--- src/rtl/core/trial_division_primality_test_core_assert.svh ---
// Assertion macros for the trial division primality test core
`ifndef TRIAL_DIVISION_PRIMALITY_TEST_CORE_ASSERT_SVH
`define TRIAL_DIVISION_PRIMALITY_TEST_CORE_ASSERT_SVH

// same-cycle implication, checked out of reset
`define TDP_ASSERT_NOW(label, ante, cons) \
	label: assert property (@(posedge clk) disable iff (!arst_n) (ante) |-> (cons)) \
		else $error("tdp assertion failed");

// next-cycle implication, checked out of reset
`define TDP_ASSERT_NEXT(label, ante, cons) \
	label: assert property (@(posedge clk) disable iff (!arst_n) (ante) |=> (cons)) \
		else $error("tdp assertion failed");

`endif

--- src/rtl/core/tdp_pkg.sv ---
// Package: widths, wheel constants and state types of the primality test core
`timescale 1ns / 1ps
`default_nettype none
package tdp_pkg;
	localparam int VALUE_WIDTH = 32;
	localparam int IN_WIDTH    = 32;
	localparam int CNT_W       = $clog2(VALUE_WIDTH);

	localparam logic [VALUE_WIDTH-1:0] SMALL_PRIME   = VALUE_WIDTH'(3);
	localparam logic [VALUE_WIDTH-1:0] FIRST_DIVISOR = VALUE_WIDTH'(5);
	localparam logic [VALUE_WIDTH-1:0] WHEEL_STEP    = VALUE_WIDTH'(6);
	localparam logic [VALUE_WIDTH-1:0] PAIR_GAP      = VALUE_WIDTH'(2);
	localparam logic [VALUE_WIDTH-1:0] ONE_VALUE     = VALUE_WIDTH'(1);

	typedef enum logic [2:0] {
		S_IDLE = 3'b001,
		S_DIV  = 3'b010,
		S_HOLD = 3'b100
	} state_t;

	typedef enum logic [2:0] {
		PH_THREE = 3'b001,
		PH_LOW   = 3'b010,
		PH_HIGH  = 3'b100
	} phase_t;
endpackage
`default_nettype wire

--- src/rtl/core/trial_division_primality_test_core.sv ---
// Top level: trial division primality test over the 6k +/- 1 wheel with a bit-serial divider
//
// One candidate enters per transaction and one is_prime_flag leaves per transaction.
// Values below 2 are not prime, 2 and 3 are prime, other even values are composite; these
// go straight to the hold state. Every other value goes through one restoring divider that
// produces one quotient bit per cycle. The test divides by 3 and then by the pairs d and d+2
// for d = 5, 11, 17, ... while d does not exceed n/d, stopping at the first zero remainder.
// One item is in work at a time; a finished flag waits in its output register, and the next
// candidate is accepted meanwhile.
`timescale 1ns / 1ps
`default_nettype none
module trial_division_primality_test_core (
	input  wire logic                       clk,
	input  wire logic                       arst_n,
	input  wire logic                       cand_valid,
	output logic                            cand_stall,
	input  wire logic [tdp_pkg::IN_WIDTH-1:0] candidate,
	output logic                            prime_valid,
	input  wire logic                       prime_stall,
	output logic                            is_prime_flag
);
	import tdp_pkg::*;

	state_t                 state_q;
	phase_t                 phase_q;
	logic [CNT_W-1:0]       cnt_q;
	logic [VALUE_WIDTH-1:0] n_q;
	logic [VALUE_WIDTH-1:0] dsh_q;
	logic [VALUE_WIDTH-1:0] rem_q;
	logic [VALUE_WIDTH-1:0] quo_q;
	logic [VALUE_WIDTH-1:0] dvs_q;
	logic [VALUE_WIDTH-1:0] d_q;
	logic                   result_q;
	logic                   out_valid_q;
	logic                   out_flag_q;

	logic [63:0]            cand_ext;
	logic [VALUE_WIDTH-1:0] n_init;
	logic [VALUE_WIDTH:0]   trial;
	logic [VALUE_WIDTH:0]   diff;
	logic                   ge;
	logic [VALUE_WIDTH-1:0] rem_next;
	logic [VALUE_WIDTH-1:0] quo_next;
	logic                   cand_acc;
	logic                   out_free;
	logic                   last_bit;

	assign cand_ext = {{(64 - IN_WIDTH){1'b0}}, candidate};
	assign n_init   = cand_ext[VALUE_WIDTH-1:0];

	assign trial    = {rem_q, dsh_q[VALUE_WIDTH-1]};
	assign diff     = trial - {1'b0, dvs_q};
	assign ge       = ~diff[VALUE_WIDTH];
	assign rem_next = ge ? diff[VALUE_WIDTH-1:0] : trial[VALUE_WIDTH-1:0];
	assign quo_next = {quo_q[VALUE_WIDTH-2:0], ge};
	assign last_bit = (cnt_q == '0);

	assign cand_stall    = (state_q != S_IDLE);
	assign cand_acc      = cand_valid & ~cand_stall;
	assign out_free      = ~out_valid_q | ~prime_stall;
	assign prime_valid   = out_valid_q;
	assign is_prime_flag = out_flag_q;

	always_ff @(posedge clk or negedge arst_n) begin
		if (!arst_n) begin
			state_q     <= S_IDLE;
			out_valid_q <= 1'b0;
		end else begin
			if (state_q == S_HOLD && out_free) begin
				out_valid_q <= 1'b1;
			end else if (out_valid_q && !prime_stall) begin
				out_valid_q <= 1'b0;
			end
			case (state_q)
				S_IDLE: begin
					if (cand_acc) begin
						if (n_init <= SMALL_PRIME || !n_init[0]) begin
							state_q <= S_HOLD;
						end else begin
							state_q <= S_DIV;
						end
					end
				end
				S_DIV: begin
					if (last_bit) begin
						case (phase_q)
							PH_THREE: begin
								if (rem_next == '0) begin
									state_q <= S_HOLD;
								end
							end
							PH_LOW: begin
								if (d_q > quo_next || rem_next == '0) begin
									state_q <= S_HOLD;
								end
							end
							PH_HIGH: begin
								if (rem_next == '0) begin
									state_q <= S_HOLD;
								end
							end
							default: state_q <= S_HOLD;
						endcase
					end
				end
				S_HOLD: begin
					if (out_free) begin
						state_q <= S_IDLE;
					end
				end
				default: state_q <= S_IDLE;
			endcase
		end
	end

	always_ff @(posedge clk) begin
		if (state_q == S_HOLD && out_free) begin
			out_flag_q <= result_q;
		end
		case (state_q)
			S_IDLE: begin
				if (cand_acc) begin
					n_q      <= n_init;
					dsh_q    <= n_init;
					rem_q    <= '0;
					quo_q    <= '0;
					cnt_q    <= CNT_W'(VALUE_WIDTH - 1);
					dvs_q    <= SMALL_PRIME;
					d_q      <= FIRST_DIVISOR;
					phase_q  <= PH_THREE;
					result_q <= (n_init > ONE_VALUE) && (n_init <= SMALL_PRIME);
				end
			end
			S_DIV: begin
				if (!last_bit) begin
					dsh_q <= {dsh_q[VALUE_WIDTH-2:0], 1'b0};
					rem_q <= rem_next;
					quo_q <= quo_next;
					cnt_q <= cnt_q - CNT_W'(1);
				end else begin
					dsh_q <= n_q;
					rem_q <= '0;
					quo_q <= '0;
					cnt_q <= CNT_W'(VALUE_WIDTH - 1);
					case (phase_q)
						PH_THREE: begin
							result_q <= 1'b0;
							dvs_q    <= d_q;
							phase_q  <= PH_LOW;
						end
						PH_LOW: begin
							result_q <= (d_q > quo_next);
							dvs_q    <= d_q + PAIR_GAP;
							phase_q  <= PH_HIGH;
						end
						PH_HIGH: begin
							result_q <= 1'b0;
							d_q      <= d_q + WHEEL_STEP;
							dvs_q    <= d_q + WHEEL_STEP;
							phase_q  <= PH_LOW;
						end
						default: phase_q <= PH_THREE;
					endcase
				end
			end
			default: begin
			end
		endcase
	end

`include "trial_division_primality_test_core_assert.svh"

	`TDP_ASSERT_NEXT(a_accept_busy, cand_acc, state_q != S_IDLE)
	`TDP_ASSERT_NEXT(a_hold_delivers, state_q == S_HOLD && out_free, out_valid_q)
	`TDP_ASSERT_NOW(a_rem_below_divisor, state_q == S_DIV, rem_q < dvs_q)
	`TDP_ASSERT_NOW(a_divisor_odd, state_q == S_DIV, dvs_q[0])

endmodule
`default_nettype wire

--- config.mk ---
export PLATFORM = sky130hd
export DESIGN_NAME = trial_division_primality_test_core
export DESIGN_NICKNAME = d
export VERILOG_FILES = /design/src/rtl/core/tdp_pkg.sv /design/src/rtl/core/trial_division_primality_test_core.sv
export VERILOG_INCLUDE_DIRS = /design/src /design/src/rtl/core
export SDC_FILE = /design/constraint.sdc
export NUM_CORES = 1
export LEC_CHECK = 0
export ABC_AREA = 0
export BUFFER_PORTS_ARGS = -buffer_cell sky130_fd_sc_hd__buf_2
export CAP_MARGIN = 20
export CORE_MARGIN = 5
export CORE_UTILIZATION = 57
export CTS_BUF_LIST = sky130_fd_sc_hd__clkbuf_8 sky130_fd_sc_hd__clkbuf_16
export CTS_CLUSTER_DIAMETER = 60
export CTS_CLUSTER_SIZE = 28
export DETAILED_ROUTE_END_ITERATION = 8
export GPL_TIMING_DRIVEN = 0
export PLACE_DENSITY = 0.73
export SETUP_SLACK_MARGIN = 0.4
export SKIP_CTS_REPAIR_TIMING = 1
export SLEW_MARGIN = 10
export SYNTH_ARGS = -nofsm -noshare
export SYNTH_HDL_FRONTEND = slang
export SYNTH_SLANG_ARGS = --single-unit
--- constraint.sdc ---
create_clock -name clk -period 10.5 [get_ports clk]
set_input_delay 3.15 -clock clk [delete_from_list [all_inputs] [get_ports clk]]
set_output_delay 3.15 -clock clk [all_outputs]
set_load 0.01 [all_outputs]
== Word level (Yosys, flattened, before mapping) ==
Index checks and enable logic that the tools add are counted.

* Bits of input ports: 36
* Logic and storage cells: 97
* Output and inout bits: 3
* Register bits after elaboration: 205

* Add/sub/neg operators: 4
* Reductions and logical operators: 19
* Multiplexer cells: 38
* Bitwise operators: 6
* $lt $le $gt $ge: 3
* Eq/ne operators: 15

{| class="wikitable"
|+ Operator list
! kind !! count
|-
| two-way mux 32 bit || 10
|-
| one-hot mux 32 bit (2 select lines) || 4
|-
| one-hot mux 32 bit (3 select lines) || 1
|-
| one-hot mux 31 bit (2 select lines) || 1
|-
| subtractor 33 x 32 -> 33 bit || 1
|-
| adder 32 x 2 -> 32 bit (second input constant) || 1
|-
| adder 32 x 3 -> 32 bit (second input constant) || 1
|-
| greater-than comparator 32 x 1 -> 1 bit (second input constant) || 1
|-
| greater-than comparator 32 bit || 1
|-
| less-or-equal comparator 32 x 2 -> 1 bit (second input constant) || 1
|-
| logical NOT 32 bit || 1
|-
| two-way mux 31 bit || 1
|-
| two-way mux 3 bit || 8
|-
| one-hot mux 3 bit (2 select lines) || 3
|-
| AND reduction 4 bit || 3
|-
| two-way mux 5 bit || 2
|-
| one-hot mux 5 bit (2 select lines) || 1
|-
| inequality test 3 bit (second input constant) || 3
|-
| one-hot mux 3 bit (3 select lines) || 1
|-
| inequality test 2 bit (second input constant) || 4
|-
| == test 3 x 1 -> 1 bit (second input constant) || 2
|-
| == test 3 x 2 -> 1 bit (second input constant) || 2
|-
| == test 3 bit (second input constant) || 2
|-
| logical NOT 5 bit || 1
|-
| 16 further kinds || 29
|}

== Depth between registers and ports, before layout ==
Gate-level depths: netlist of run 1.

* Depth after elaboration: 8
* Mapped depth: 14

== Worst setup path before layout of run 1 ==
OpenSTA, ideal clock, no wires.

* Path kind: input to register
* Start point: in cand_valid
* End point: reg dvs_q[10] (enable)
* Cell stages on the path: 4
* Data required time: 10.062 ns
* Data arrival time: 13.109 ns
* Library setup time: 0.438 ns
* Setup slack: -3.047 ns
* Cells stage by stage: inv_1 -> o21ai_0 -> nand2_1 -> a31oi_1

* Word-level cells in the longest chain between the ends: 3

{| class="wikitable"
|+ Ends and longest elaborated chain
! element !! RTL line !! source
|-
| start: declaration || trial_division_primality_test_core.sv:15 || <nowiki>input wire logic cand_valid,</nowiki>
|-
| AND 1 bit || trial_division_primality_test_core.sv:59 || <nowiki>assign cand_acc = cand_valid & ~cand_stall;</nowiki>
|-
| inequality test 2 bit (no source line) || n/a ||
|-
| AND reduction 4 bit (no source line) || n/a ||
|-
| end signal: assignment || trial_division_primality_test_core.sv:148 || <nowiki>dvs_q <= d_q;</nowiki>
|-
| end signal: assignment || trial_division_primality_test_core.sv:153 || <nowiki>dvs_q <= d_q + PAIR_GAP;</nowiki>
|-
| end signal: assignment || trial_division_primality_test_core.sv:159 || <nowiki>dvs_q <= d_q + WHEEL_STEP;</nowiki>
|-
| end: declaration || trial_division_primality_test_core.sv:31 || <nowiki>logic [VALUE_WIDTH-1:0] dvs_q;</nowiki>
|}

No other way between the ends.
A chain may end at the register's enable or synchronous reset.

== Final worst setup path of run 1 ==
* Start point: in cand_valid
* End point: reg d_q[27] (enable)

* Word-level cells in the longest chain between the ends: 3

{| class="wikitable"
|+ Ends and longest elaborated chain
! element !! RTL line !! source
|-
| AND 1 bit || trial_division_primality_test_core.sv:59 ||
|-
| inequality test 2 bit (no source line) || n/a ||
|-
| AND reduction 4 bit (no source line) || n/a ||
|-
| end signal: assignment || trial_division_primality_test_core.sv:158 || <nowiki>d_q <= d_q + WHEEL_STEP;</nowiki>
|-
| end: declaration || trial_division_primality_test_core.sv:32 || <nowiki>logic [VALUE_WIDTH-1:0] d_q;</nowiki>
|}

No other way between the ends.

==> run summary, run 1 <==
The actual slew at the worst max-slew pin came out at 1.11 ns. The largest fanout of any net on the critical path came out at 25. The final total power came out at 4.34 mW. The sequential fraction of the synthesis area is 49.4%. The signal on the critical path passes through buf_2 > inv_1 > o21ai_4 > buf_16 > buf_12 > nand2_1 > a21oi_4 > buf_16.

The data required time at the worst endpoint is 10.72 ns. The worst setup path is captured at a register. The final number of max-transition violations came out at 0. The most used flip-flop cell after synthesis is edfxtp_1. Once the floorplan was initialized, standard cells occupied 58.2% of the core. The worst vdd rail ir drop came out at 0.000183 V. The cell area after synthesis is 0.0123 sq mm. The width of the chip came out at 157 microns.

The net count of the mapped netlist came out at 1325. The clock network burns 17.4% of the power. The share of flip-flops with an asynchronous set or reset after synthesis came out at 1.97%. The internal portion of the total power is 2.41 mW. The layout cell share with drive strength beyond 1 is 10.5%. Setup repair after global routing left no endpoint under its margin. The delay of the slowest cell on the worst path is 0.53 ns. At the end of routability-driven placement, the weighted congestion stood at 0.934. The tree is rooted in a clkbuf_16. Across all layers, the routed design uses 9509 vias. The endpoint arrival time on the critical path is 5.20 ns.

The startpoint class of the critical path is an input pin. The first TritonRoute pass finished after 7 iterations. The global routing met1 resource utilization came out at 34.6%. The count of input and output buffers is 38. In this run, synthesis inferred 199 flip-flops with an integrated enable. The slowest stage of the critical path belongs to the cell a21oi_4. The reg2reg setup slack came out at 6.75 ns.

In the routed design, unresolved DRC markers number 0. Global routing used 24.5% of the available tracks across all layers. The worst setup path is of the input pin to register kind. In this run the biggest area consumer among cell types represents 48.6% of the synthesized area. The first global-routing pass estimated 48.4 mm of wire. The final setup violation count came out at 0. The routing usage on met3 is 3.79%. The number of maximum-capacitance violations is 0. The remaining global-route overflow is 0. The register share of total power is 32.7%. In the final timing run, aggregate negative setup slack is 0 ns.

The clock-pin slew on the worst setup and hold paths is 0.09 ns. The final layout contains 1391 nets. The post-detailed-route via-to-cell ratio came out at 6.03.

Pin placement for this block handled 39 I/O pins. The cell row count came out at 53. The initial detailed-routing violation count came out at 1183. The startpoint identified for the worst hold timing path is result_q$_DFFE_PP_. The number of antenna violations at the first check in global routing came out at 0. Tracing the worst setup path back leads to its startpoint at cand_valid. The count of H-tree levels built during CTS is 1. The number of antenna diodes came out at 0. The clock tree from TritonCTS is yes. The number of unique standard cell types used by synthesis came out at 85. Buffers inserted during clock tree synthesis total 19. The number of global-route vias before repair came out at 9255.

After synthesis, the cell types taking the most area are edfxtp_1 (49%), ha_1 (6.6%), nor2_1 (4.9%). The largest area contributor in the netlist is edfxtp_1. The layer flagged by global routing as most heavily used is met2. In this run the critical register-to-register path is launched from dsh_q[31]$_DFFE_PP_. Dividing the synthesized area by the synthesized cell count gives 10.1 sq um. The overall routed net length came out at 30.0 mm.

The switching portion of total power came out at 44.4%. The remaining number of nets flagged by the antenna check after routing came out at 0. The power per standard cell area is 315 mW/mm^2.

The share of total power dissipated in combinational logic is 49.9%. CTS saw 203 sinks. The switching component of the power came out at 1.93 mW. The upper clock frequency limit is 201 MHz. In the final routed layout, each cell accounts on average for 19.1 microns. The post-layout utilization of the core is 65.0%.

By instance count, the cell type seen most on the critical path is buf_16. The routing usage on met2 came out at 39.7%. The later pin in the worst-skew pair is clocked with a latency of 0.52 ns. The maximum clock skew at final layout is 0.0179 ns. The worst relative slew slack came out at 25.4%. The critical path ends at d_q[27]$_SDFFCE_PN0P_. The area growth from synthesis to layout is 11.8%. The floorplan step set the die height to 157 microns. The number of hold violations in the final report is 0. The maximum clock insertion buffer count is 3. Yosys printed 0 warnings. The worst-case reg-to-reg path depth came out at 13.

The die footprint came out at 0.0246 sq mm. The final critical path time including I/O delays and setup is 4.98 ns. The total of fill cells in the finished design came out at 1701. The post-synthesis cell count is 1223. The flow ran to the end, and the final reports show no timing, DRC or antenna violations. The post-DP HPWL came out at 22.4 mm.

Of the available clock period, the critical path in the final layout requires 47.4%. The area of the core is 0.0212 sq mm. The maximum number of pins on one net before global-route repair came out at 31. The cell leakage power came out at 5.12 nW. The min-delay analysis places its worst path in the category register to register.

The number of synthesized register bits is 203. The endpoint identified for the worst register-to-register timing path is rem_q[5]$_SDFFCE_PN0P_.
==> power groups by stage <==
stage | combinational [mW] | sequential [mW] | clock [mW]
floorplan | 1.54 | 1.39 | 0
global placement | 1.99 | 1.46 | 0
detailed placement | 2.12 | 1.43 | 0
CTS | 2.15 | 1.41 | 0.771
global route | 2.39 | 1.44 | 0.798
finish | 2.17 | 1.42 | 0.753
==> cells in the final DEF, fill, tap and decap left out, types with 24 or more instances in the layout <==
| cell | count |
|---|---|
| o21ai_0 | 75 |
| edfxtp_1 | 199 |
| nor2_1 | 161 |
| ha_1 | 65 |
| a21oi_1 | 69 |
| xnor2_1 | 35 |
| buf_2 | 49 |
| xor2_1 | 28 |
| inv_1 | 89 |
| nor3_1 | 28 |
| mux2i_1 | 48 |
| nand3_1 | 24 |
| nand2_1 | 115 |
| clkbuf_1 | 36 |
==> cells by family (layout without fill, tap and decap cells) <==
group	count (synthesis)	in the layout	synth area share (%)
xor+xnor	64	64	4.62
compound gates	263	263	14.1
mux	48	48	3.91
buf+inv	144	223	4.86
simple gates	435	435	16.4
flops	203	203	49.4
fa+ha+maj	66	66	6.77
==> worst min-delay path by stage <==
stage	endpoint	slack (ns)	depth (start not counted)
floorplan	is_prime_flag$_DFFE_PP_	0.40	0
global placement	is_prime_flag$_DFFE_PP_	0.43	0
detailed placement	is_prime_flag$_DFFE_PP_	0.43	0
CTS	is_prime_flag$_DFFE_PP_	0.42	0
global route	is_prime_flag$_DFFE_PP_	0.44	0
finish	is_prime_flag$_DFFE_PP_	0.43	0
==> flip-flops by register name, summed over array words and instances (netlist names) <==
signal,flops
state_q,3
rem_q,32
cnt_q,5
prime_valid,1
is_prime_flag,1
quo_q,31
d_q,31
n_q,32
result_q,1
dsh_q,32
dvs_q,31
phase_q,3
==> critical path: cells and delay by family <==
kind,cells,cell delay (ns)
compound gates,2,1.02
buf+inv,5,0.81
simple gates,1,0.19
==> per-stage QoR <==
step / instances / setup slack [ns] / hold slack (ns) / area, sq um
floorplan: 1223 / 2.06 / 0.400 / 12300
global placement: 1536 / -0.0885 / 0.427 / 12800
detailed placement: 1543 / 4.96 / 0.427 / 13100
CTS: 1577 / 5.50 / 0.423 / 13800
global route: 1577 / 5.40 / 0.440 / 13800
finish: 1577 / 5.52 / 0.425 / 13800
==> area by class of cell <==
| cell class | count | area, sq um | share of cell area [%] |
|---|---|---|---|
| clock inverter | 15 | 223 | 1.62 |
| inverter | 88 | 330 | 2.40 |
| sequential | 203 | 6080 | 44.2 |
| multi-input combinational | 876 | 5670 | 41.2 |
| buffer | 56 | 268 | 1.95 |
| timing repair buffer | 45 | 368 | 2.67 |
| clock buffer | 19 | 475 | 3.46 |
| tap | 275 | 344 | 2.50 |
==> routing by layer <==
layer	up-vias	share of wire [%]
met1	4526	45
li1	4575	-
met3	67	6.2
met4	0	2.5
met5	-	0
met2	341	47
==> synthesized netlist by cell type (11+ instances only) <==
| cell | number |
|---|---|
| a21oi_1 | 70 |
| and3_1 | 12 |
| buf_2 | 11 |
| clkbuf_1 | 36 |
| edfxtp_1 | 199 |
| ha_1 | 65 |
| inv_1 | 88 |
| mux2i_1 | 48 |
| nand2_1 | 115 |
| nand3_1 | 24 |
| nand4_1 | 23 |
| nor2_1 | 162 |
| nor3_1 | 28 |
| nor4_1 | 19 |
| o211ai_1 | 11 |
| o21ai_0 | 76 |
| or3_1 | 16 |
| xnor2_1 | 35 |
| xor2_1 | 28 |
Power figures use the tool's default switching activity.
==> run 2: changes to the inputs <==
clock period = 4.58 ns   (was 10.5 ns; I/O delays follow)
==> run summary, run 2 (synthesized netlist as in run 1, its figures left out) <==
The most used cell along the critical path was buf_2 (was buf_16). The final RePlAce weighted congestion came out at 0.918 (was 0.934). The cell leakage power came out at 5.13 nW (was 5.12 nW). The clock tree from TritonCTS is yes (unchanged).

The CTS sink count came out at 203 (unchanged). The global-route wire length before repair is 47.5 mm (was 48.4 mm). The area added between synthesis and finish came out at 12.0% (was 11.8%).

The standard cell area after detailed placement came out at 0.0130 sq mm (was 0.0131 sq mm). The worst-case reg-to-reg path depth was 12 (was 13). The overall routed net length is 29.7 mm (was 30.0 mm). The final routed DRC violation total is 0 (unchanged).

The remaining number of nets flagged by the antenna check after routing is 0 (unchanged). The number of maximum-capacitance violations came out at 0 (unchanged). The count of H-tree levels built during CTS is 1 (unchanged). The initial core utilization came out at 58.2% (unchanged).

The family with the most delay on the worst path is buffers and inverters (was compound AO/OA/AOI/OAI gates). The upper clock frequency limit is 270 MHz. The vertical die dimension is 157 microns (unchanged).

The number of detailed-route iterations in the first pass is 7 (unchanged). The post-route standard cell area excluding fillers came to 0.0138 sq mm (about the same). The boundary pin count came to 39 (unchanged). The number of nets in the layout came out at 1391 (unchanged). Status: completed (unchanged). Cell-by-cell trace of the critical path: inv_1 > fa_1 > nand2b_1 > a21oi_2 > o211ai_1 > nand4_1 > nand2_1 > xor2_2 > buf_2 > buf_2 > mux2i_1 > nor2_1 (was buf_2 > inv_1 > o21ai_4 > buf_16 > buf_12 > nand2_1 > a21oi_4 > buf_16). The post-detailed-route via-to-cell ratio was 5.99 (was 6.03). Unrepaired setup endpoints after global routing: false (unchanged). The data required time at the worst endpoint is 4.83 ns (was 10.72 ns).

The total of fill cells in the finished design is 1699 (was 1701). The width of the chip is 157 microns (unchanged). The worst vdd rail ir drop is 0.000471 V (was 0.000183 V).

The remaining global-route overflow is 0 (unchanged). The commonest non-fill, non-tap cell in the layout is edfxtp_1 (unchanged). The worst hold-check path type is register to register (unchanged). The post-DP HPWL is 22.2 mm (was 22.4 mm). The register cell area after layout came to 0.00608 sq mm (unchanged). The worst relative slew slack was 30.9% (was 25.4%). After layout, the worst path uses 80.9% of the clock period. The number of global-route vias before repair is 9161 (was 9255). Commonest cells after routing, fill and taps aside: edfxtp_1 (199), nor2_1 (161), nand2_1 (115) (unchanged). The capturing element type of the critical path is a register (unchanged).

The startpoint class of the critical path is a register (was input pin). The initial detailed-routing violation count came out at 814 (was 1183). The final number of max-transition violations is 0 (unchanged).

The post-layout utilization of the core is 65.1% (was 65.0%). The number of antenna diodes came out at 0 (unchanged). The via count came out at 9447 (was 9509).

The largest fanout of any net on the critical path is 10 (was 25). The clock-pin slew on the worst setup and hold paths is 0.08 ns (was 0.09 ns). The endpoint arrival time on the critical path is 3.96 ns (was 5.20 ns). The area used by multi-input combinational logic is 0.00567 sq mm (unchanged). The worst hold path cell count came out at 0 (unchanged). The die footprint is 0.0246 sq mm (unchanged).

The clock latency on the worst-skew pair came out at 0.52 ns (about the same). The maximum number of pins on one net before global-route repair came out at 32 (was 31). The number of logic stages on the critical path including buffering came out at 12 (was 8). The final setup violation count is 0 (unchanged). The worst setup path category is register to register (was input pin to register). The number of buffer and inverter instances along the worst setup path came out at 3 (was 5). The maximum clock skew at final layout came to 0.0217 ns (was 0.0179 ns). The cell row count is 53 (unchanged). The count of input and output buffers is 38 (unchanged). The highest-delay cell along the critical path is fa_1 (was a21oi_4). The maximum clock insertion buffer count was 3 (unchanged). The area of the core came out at 0.0212 sq mm (unchanged).

The layout cell share with drive strength beyond 1 came out at 10.7% (was 10.5%). The library cell used as clock root buffer is clkbuf_16 (unchanged). The delay of the slowest cell on the worst path came out at 0.47 ns (was 0.53 ns). Largest registers in the final layout: dsh_q (32), n_q (32), rem_q (32) (unchanged). The power per standard cell area is 723 mW/mm^2 (was 315 mW/mm^2). The total clock buffers created by CTS came out at 20 (was 19). The actual slew at the worst max-slew pin came out at 1.03 ns (was 1.11 ns). The number of antenna violations at the first check in global routing came out at 0 (unchanged). The average wire per cell in the routed design came out at 18.8 microns (was 19.1 microns). The total global-route track usage is 24.1% (was 24.5%). The final critical path time including I/O delays and setup is 3.70 ns.

The number of hold violations in the final report was 0 (unchanged).
[run 2: through the flow]
stage	setup TNS, ns	setup slack [ns]	power, mW	std cells	hold slack [ns]
finish	0	0.876	9.96	1578	0.455
global route	0	0.627	10.6	1578	0.469
CTS	0	0.903	9.95	1578	0.453
detailed placement	0	0.921	8.05	1542	0.437
global placement	-98.01	-1.55	7.89	1536	0.431
floorplan	-7.11	-0.143	6.72	1223	0.400
[run 2: worst paths after layout]
path                            slack [ns]                start                       to
worst max register to register        0.88  dsh_q[31]$_DFFE_PP_   rem_q[7]$_SDFFCE_PN0P_
min in group asynchronous             0.64               arst_n   state_q[1]$_DFFE_PN0P_
worst max-delay path                  0.88  dsh_q[31]$_DFFE_PP_   rem_q[7]$_SDFFCE_PN0P_
worst min register to register        0.46   result_q$_DFFE_PP_  is_prime_flag$_DFFE_PP_
max in group asynchronous             3.73               arst_n   state_q[0]$_DFFE_PN1P_
worst min-delay path                  0.46   result_q$_DFFE_PP_  is_prime_flag$_DFFE_PP_
[run 2: cell type report]
type / count / share of cell area, %
clock buffer: 21 / 3.81
multi-input combinational: 876 / 41.2
timing repair buffer: 44 / 2.30
sequential: 203 / 44.1
buffer: 56 / 1.94
tap: 275 / 2.50
inverter: 88 / 2.49
clock inverter: 15 / 1.67
[run 2: routing by layer]
layer	GRT usage (%)	up-vias	wire length, microns
li1	-	4592	-
met1	34.5	4490	13300
met2	38.3	306	13700
met3	3.49	59	1850
met4	7.44	0	836
met5	0	-	0
[run 2: where the power goes]
part | switching [mW] | total, mW | internal [mW]
sequential | 0.389 | 3.26 | 2.87
clock | 0.876 | 1.86 | 0.981
combinational | 3.09 | 4.84 | 1.76
total | 4.35 | 9.96 | 5.61
==> run 3: changes to the inputs <==
ABC_AREA = 1   (was 0)
clock period = 3.31 ns   (was 4.58 ns; I/O delays follow)
==> run summary, run 3 <==
Status: completed (unchanged). The clock-pin slew on the worst setup and hold paths is 0.10 ns (was 0.08 ns). The overall routed net length is 37.9 mm (was 29.7 mm). The remaining global-route overflow came to 0 (unchanged). The final routed DRC violation total is 0 (unchanged). The clock tree from TritonCTS is yes (unchanged). The endpoint arrival time on the critical path was 3.41 ns (was 3.96 ns). The count of input and output buffers came out at 38 (unchanged). The switching component of the power came out at 8.65 mW (was 4.35 mW). The commonest non-fill, non-tap cell in the layout is nand2_1 (was edfxtp_1).

The number of synthesized flops with an enable pin is 199 (unchanged). The number of antenna diodes is 0 (unchanged). The vertical die dimension came out at 163 microns (was 157 microns). The CTS sink count is 203 (unchanged). The total clock buffers created by CTS was 20 (unchanged). The worst vdd rail ir drop is 0.000711 V (was 0.000471 V).

The sequential fraction of the synthesis area came out at 45.6% (was 49.4%). The actual slew at the worst max-slew pin is 0.816 ns (was 1.03 ns). The largest area contributor in the netlist was edfxtp_1 (unchanged). The global-route wire length before repair came out at 55.3 mm (was 47.5 mm). The initial core utilization came out at 57.3% (was 58.2%). The post-detailed-route via-to-cell ratio came out at 5.51 (was 5.99).

The area fraction of the dominant cell type after synthesis is 44.9% (was 48.6%). The share of flip-flops with an asynchronous set or reset after synthesis is 1.97% (unchanged). The net count of the mapped netlist is 1804 (was 1325). The register share of total power came out at 25.7% (was 32.7%). The number of maximum-capacitance violations is 0 (unchanged).

Largest registers in the final layout: dsh_q (32), n_q (32), rem_q (32) (unchanged). The count of H-tree levels built during CTS is 1 (unchanged). The internal power of the cells is 9.79 mW (was 5.61 mW). The number of antenna violations at the first check in global routing is 0 (unchanged). The number of global-route vias before repair came out at 10700 (was 9161). The area of the core came out at 0.0233 sq mm (was 0.0212 sq mm). The maximum clock insertion buffer count is 3 (unchanged). The switching portion of total power is 46.9% (was 43.7%). The part of the total power dissipated in the clock network came to 14.0% (was 18.6%). The cell row count is 56 (was 53). The data required time at the worst endpoint is 3.74 ns (was 4.83 ns). The worst setup path category is register to register (unchanged). The clock latency on the worst-skew pair was 0.53 ns (was 0.52 ns). The largest fanout of any net on the critical path came to 6 (was 10).

The width of the chip came out at 163 microns (was 157 microns). The startpoint class of the critical path is a register (unchanged). The synthesis warning total is 0 (unchanged). The most frequently used flop master after synthesis is edfxtp_1 (unchanged). The area added between synthesis and finish is 22.1% (was 12.0%). The boundary pin count is 39 (unchanged).

The final critical path time including I/O delays and setup came to 2.98 ns (was 3.70 ns). The library cell used as clock root buffer is clkbuf_16 (unchanged). Ranking of synthesized cells by area: edfxtp_1 (45%), nand2_1 (15%), inv_1 (8.1%) (was edfxtp_1 (49%), ha_1 (6.6%), nor2_1 (4.9%)). The worst-case reg-to-reg path depth is 25 (was 12).

The final number of max-transition violations came out at 0 (unchanged). The power per standard cell area is 1130 mW/mm^2 (was 723 mW/mm^2). The capturing element type of the critical path is a register (unchanged).

The worst relative slew slack came out at 45.6% (was 30.9%). Unrepaired setup endpoints after global routing: true (was false). The layout cell share with drive strength beyond 1 came out at 15.9% (was 10.7%). The cell area after synthesis was 0.0133 sq mm (was 0.0123 sq mm). The final total power was 18.4 mW (was 9.96 mW).

The post-route worst hold slack came out at 0.251 ns (was 0.455 ns). The most used standard cell by instance count after synthesis is nand2_1 (was edfxtp_1). The post-layout utilization of the core was 69.9% (was 65.1%). The worst hold-check path type is input pin to asynchronous set/reset pin (was register to register). The post-DP HPWL came to 26.7 mm (was 22.2 mm). The final RePlAce weighted congestion is 0.981 (was 0.918). The number of unique standard cell types used by synthesis was 49 (was 85). The remaining number of nets flagged by the antenna check after routing came out at 0 (unchanged).

The maximum number of pins on one net before global-route repair was 32 (unchanged). The upper clock frequency limit came out at 336 MHz (was 270 MHz). The total global-route track usage was 26.1% (was 24.1%).

Commonest cells after routing, fill and taps aside: nand2_1 (472), inv_1 (277), edfxtp_1 (199) (was edfxtp_1 (199), nor2_1 (161), nand2_1 (115)). The end of the worst register-to-register path is state_q[1]$_DFFE_PN0P_ (was rem_q[7]$_SDFFCE_PN0P_). The average wire per cell in the routed design was 17.5 microns (was 18.8 microns). The die footprint is 0.0265 sq mm (was 0.0246 sq mm).

The via count is 11900 (was 9447). The number of nets in the layout is 1932 (was 1391). The cell leakage power came out at 7.32 nW (was 5.13 nW). The share of total power in combinational logic is 60.3% (was 48.6%). The summed negative setup slack over all endpoints is 0 ns (unchanged).

The critical path capture point is state_q[1]$_DFFE_PN0P_ (was rem_q[7]$_SDFFCE_PN0P_). The startpoint of the worst-slack reg-to-reg timing path is dvs_q[1]$_SDFFCE_PN1P_ (was dsh_q[31]$_DFFE_PP_). Most frequent cells after synthesis: nand2_1 (526), inv_1 (287), edfxtp_1 (199), nor2_1 (186), o21ai_0 (81) (was edfxtp_1 (199), nor2_1 (162), nand2_1 (115), inv_1 (88), o21ai_0 (76)). The maximum clock skew at final layout came to 0.0275 ns (was 0.0217 ns). The number of synthesized register bits is 203 (unchanged).

The reg2reg setup slack came out at 0.33 ns (was 0.88 ns). The final setup violation count came to 0 (unchanged). The launch point of the critical path is dvs_q[1]$_SDFFCE_PN1P_ (was dsh_q[31]$_DFFE_PP_). The number of detailed-route iterations in the first pass came out at 5 (was 7). The initial detailed-routing violation count came out at 1160 (was 814). The final clock period utilization by the worst path is 90.0% (was 80.9%). The post-synthesis cell count came out at 1702 (was 1223). The number of hold violations in the final report came out at 0 (unchanged).

The average size of a mapped cell came out at 7.83 sq um (was 10.1 sq um).
[run 3: cell types whose count changed after synthesis, moves of 24 or more]
| cell | previous run | this run |
|---|---|---|
| inv_1 | 88 | 287 |
| mux2i_1 | 48 | 0 |
| nand2_1 | 115 | 526 |
| nand3_1 | 24 | 57 |
| nor2_1 | 162 | 186 |
| o21bai_1 | 3 | 33 |
| xnor2_1 | 35 | 11 |
[run 3: how the worst min path moves through the flow]
stage	startpoint	endpoint	slack, ns	cells past startpoint
2_1_floorplan	result_q$_DFFE_PP_	is_prime_flag$_DFFE_PP_	0.40	0
3_3_place_gp	result_q$_DFFE_PP_	is_prime_flag$_DFFE_PP_	0.45	0
3_5_place_dp	result_q$_DFFE_PP_	is_prime_flag$_DFFE_PP_	0.45	0
4_1_cts	arst_n	state_q[2]$_DFFE_PN0P_	0.25	1
5_1_grt	arst_n	state_q[2]$_DFFE_PN0P_	0.24	1
6_report	arst_n	state_q[1]$_DFFE_PN0P_	0.25	1
[run 3: worst max-delay path, cell delays in order, from the launching register on]
cell,delay (ns)
edfxtp_1,0.44
fa_2,0.40
inv_2,0.08
nand2_2,0.05
nand2_2,0.10
nand3_2,0.10
nand2_4,0.11
nand2_4,0.07
nand2_4,0.09
nand2_8,0.08
nand2_8,0.11
nand2_8,0.08
nand2_8,0.14
buf_6,0.14
buf_6,0.09
nand2_2,0.04
nand2_2,0.08
nand2_2,0.07
nor2_4,0.12
nand2_1,0.06
nor2_1,0.08
nand2_1,0.08
nand2_2,0.11
nand2_1,0.06
nand2_1,0.06
nand2_1,0.04
[run 3: final cells by class]
| cell class | instances | area (sq um) |
|---|---|---|
| fill | 1807 | 6990 |
| multi-input combinational | 1176 | 6800 |
| sequential | 203 | 6080 |
| inverter | 290 | 1100 |
| timing repair buffer | 102 | 915 |
| clock buffer | 21 | 526 |
| tap | 319 | 399 |
| clock inverter | 15 | 246 |
| buffer | 37 | 205 |
[run 3: power by group through the flow]
stage	sequential (mW)	combinational (mW)	clock, mW
CTS	4.64	8.11	2.61
floorplan	4.53	5.94	0
finish	4.74	11.1	2.58
global route	4.82	12.1	2.71
global placement	4.71	7.77	0
detailed placement	4.70	8.05	0
[run 3: metrics by stage]
stage / std cells / setup WS, ns / cell area (sq um)
finish: 2163 / 0.330 / 16300
global route: 2163 / 0.184 / 16300
CTS: 2100 / -0.674 / 14900
detailed placement: 2064 / -0.628 / 14100
global placement: 2059 / -2.29 / 14000
floorplan: 1702 / -0.978 / 13400
[run 3: cell families after synthesis]
kind of cell    synth area share [%]
fa+ha+maj                       6.26
xor+xnor                        2.04
simple gates                    27.0
buf+inv                         9.44
flops                           45.6
compound gates                  9.63
[run 3: metal layers]
metal	GRT usage, %	vias to the layer above	part of all wire, %
met5	0	-	0
met4	8.50	0	4.2
met3	2.33	92	6.0
met2	42.1	392	47
met1	37.5	5612	43
li1	-	5818	-
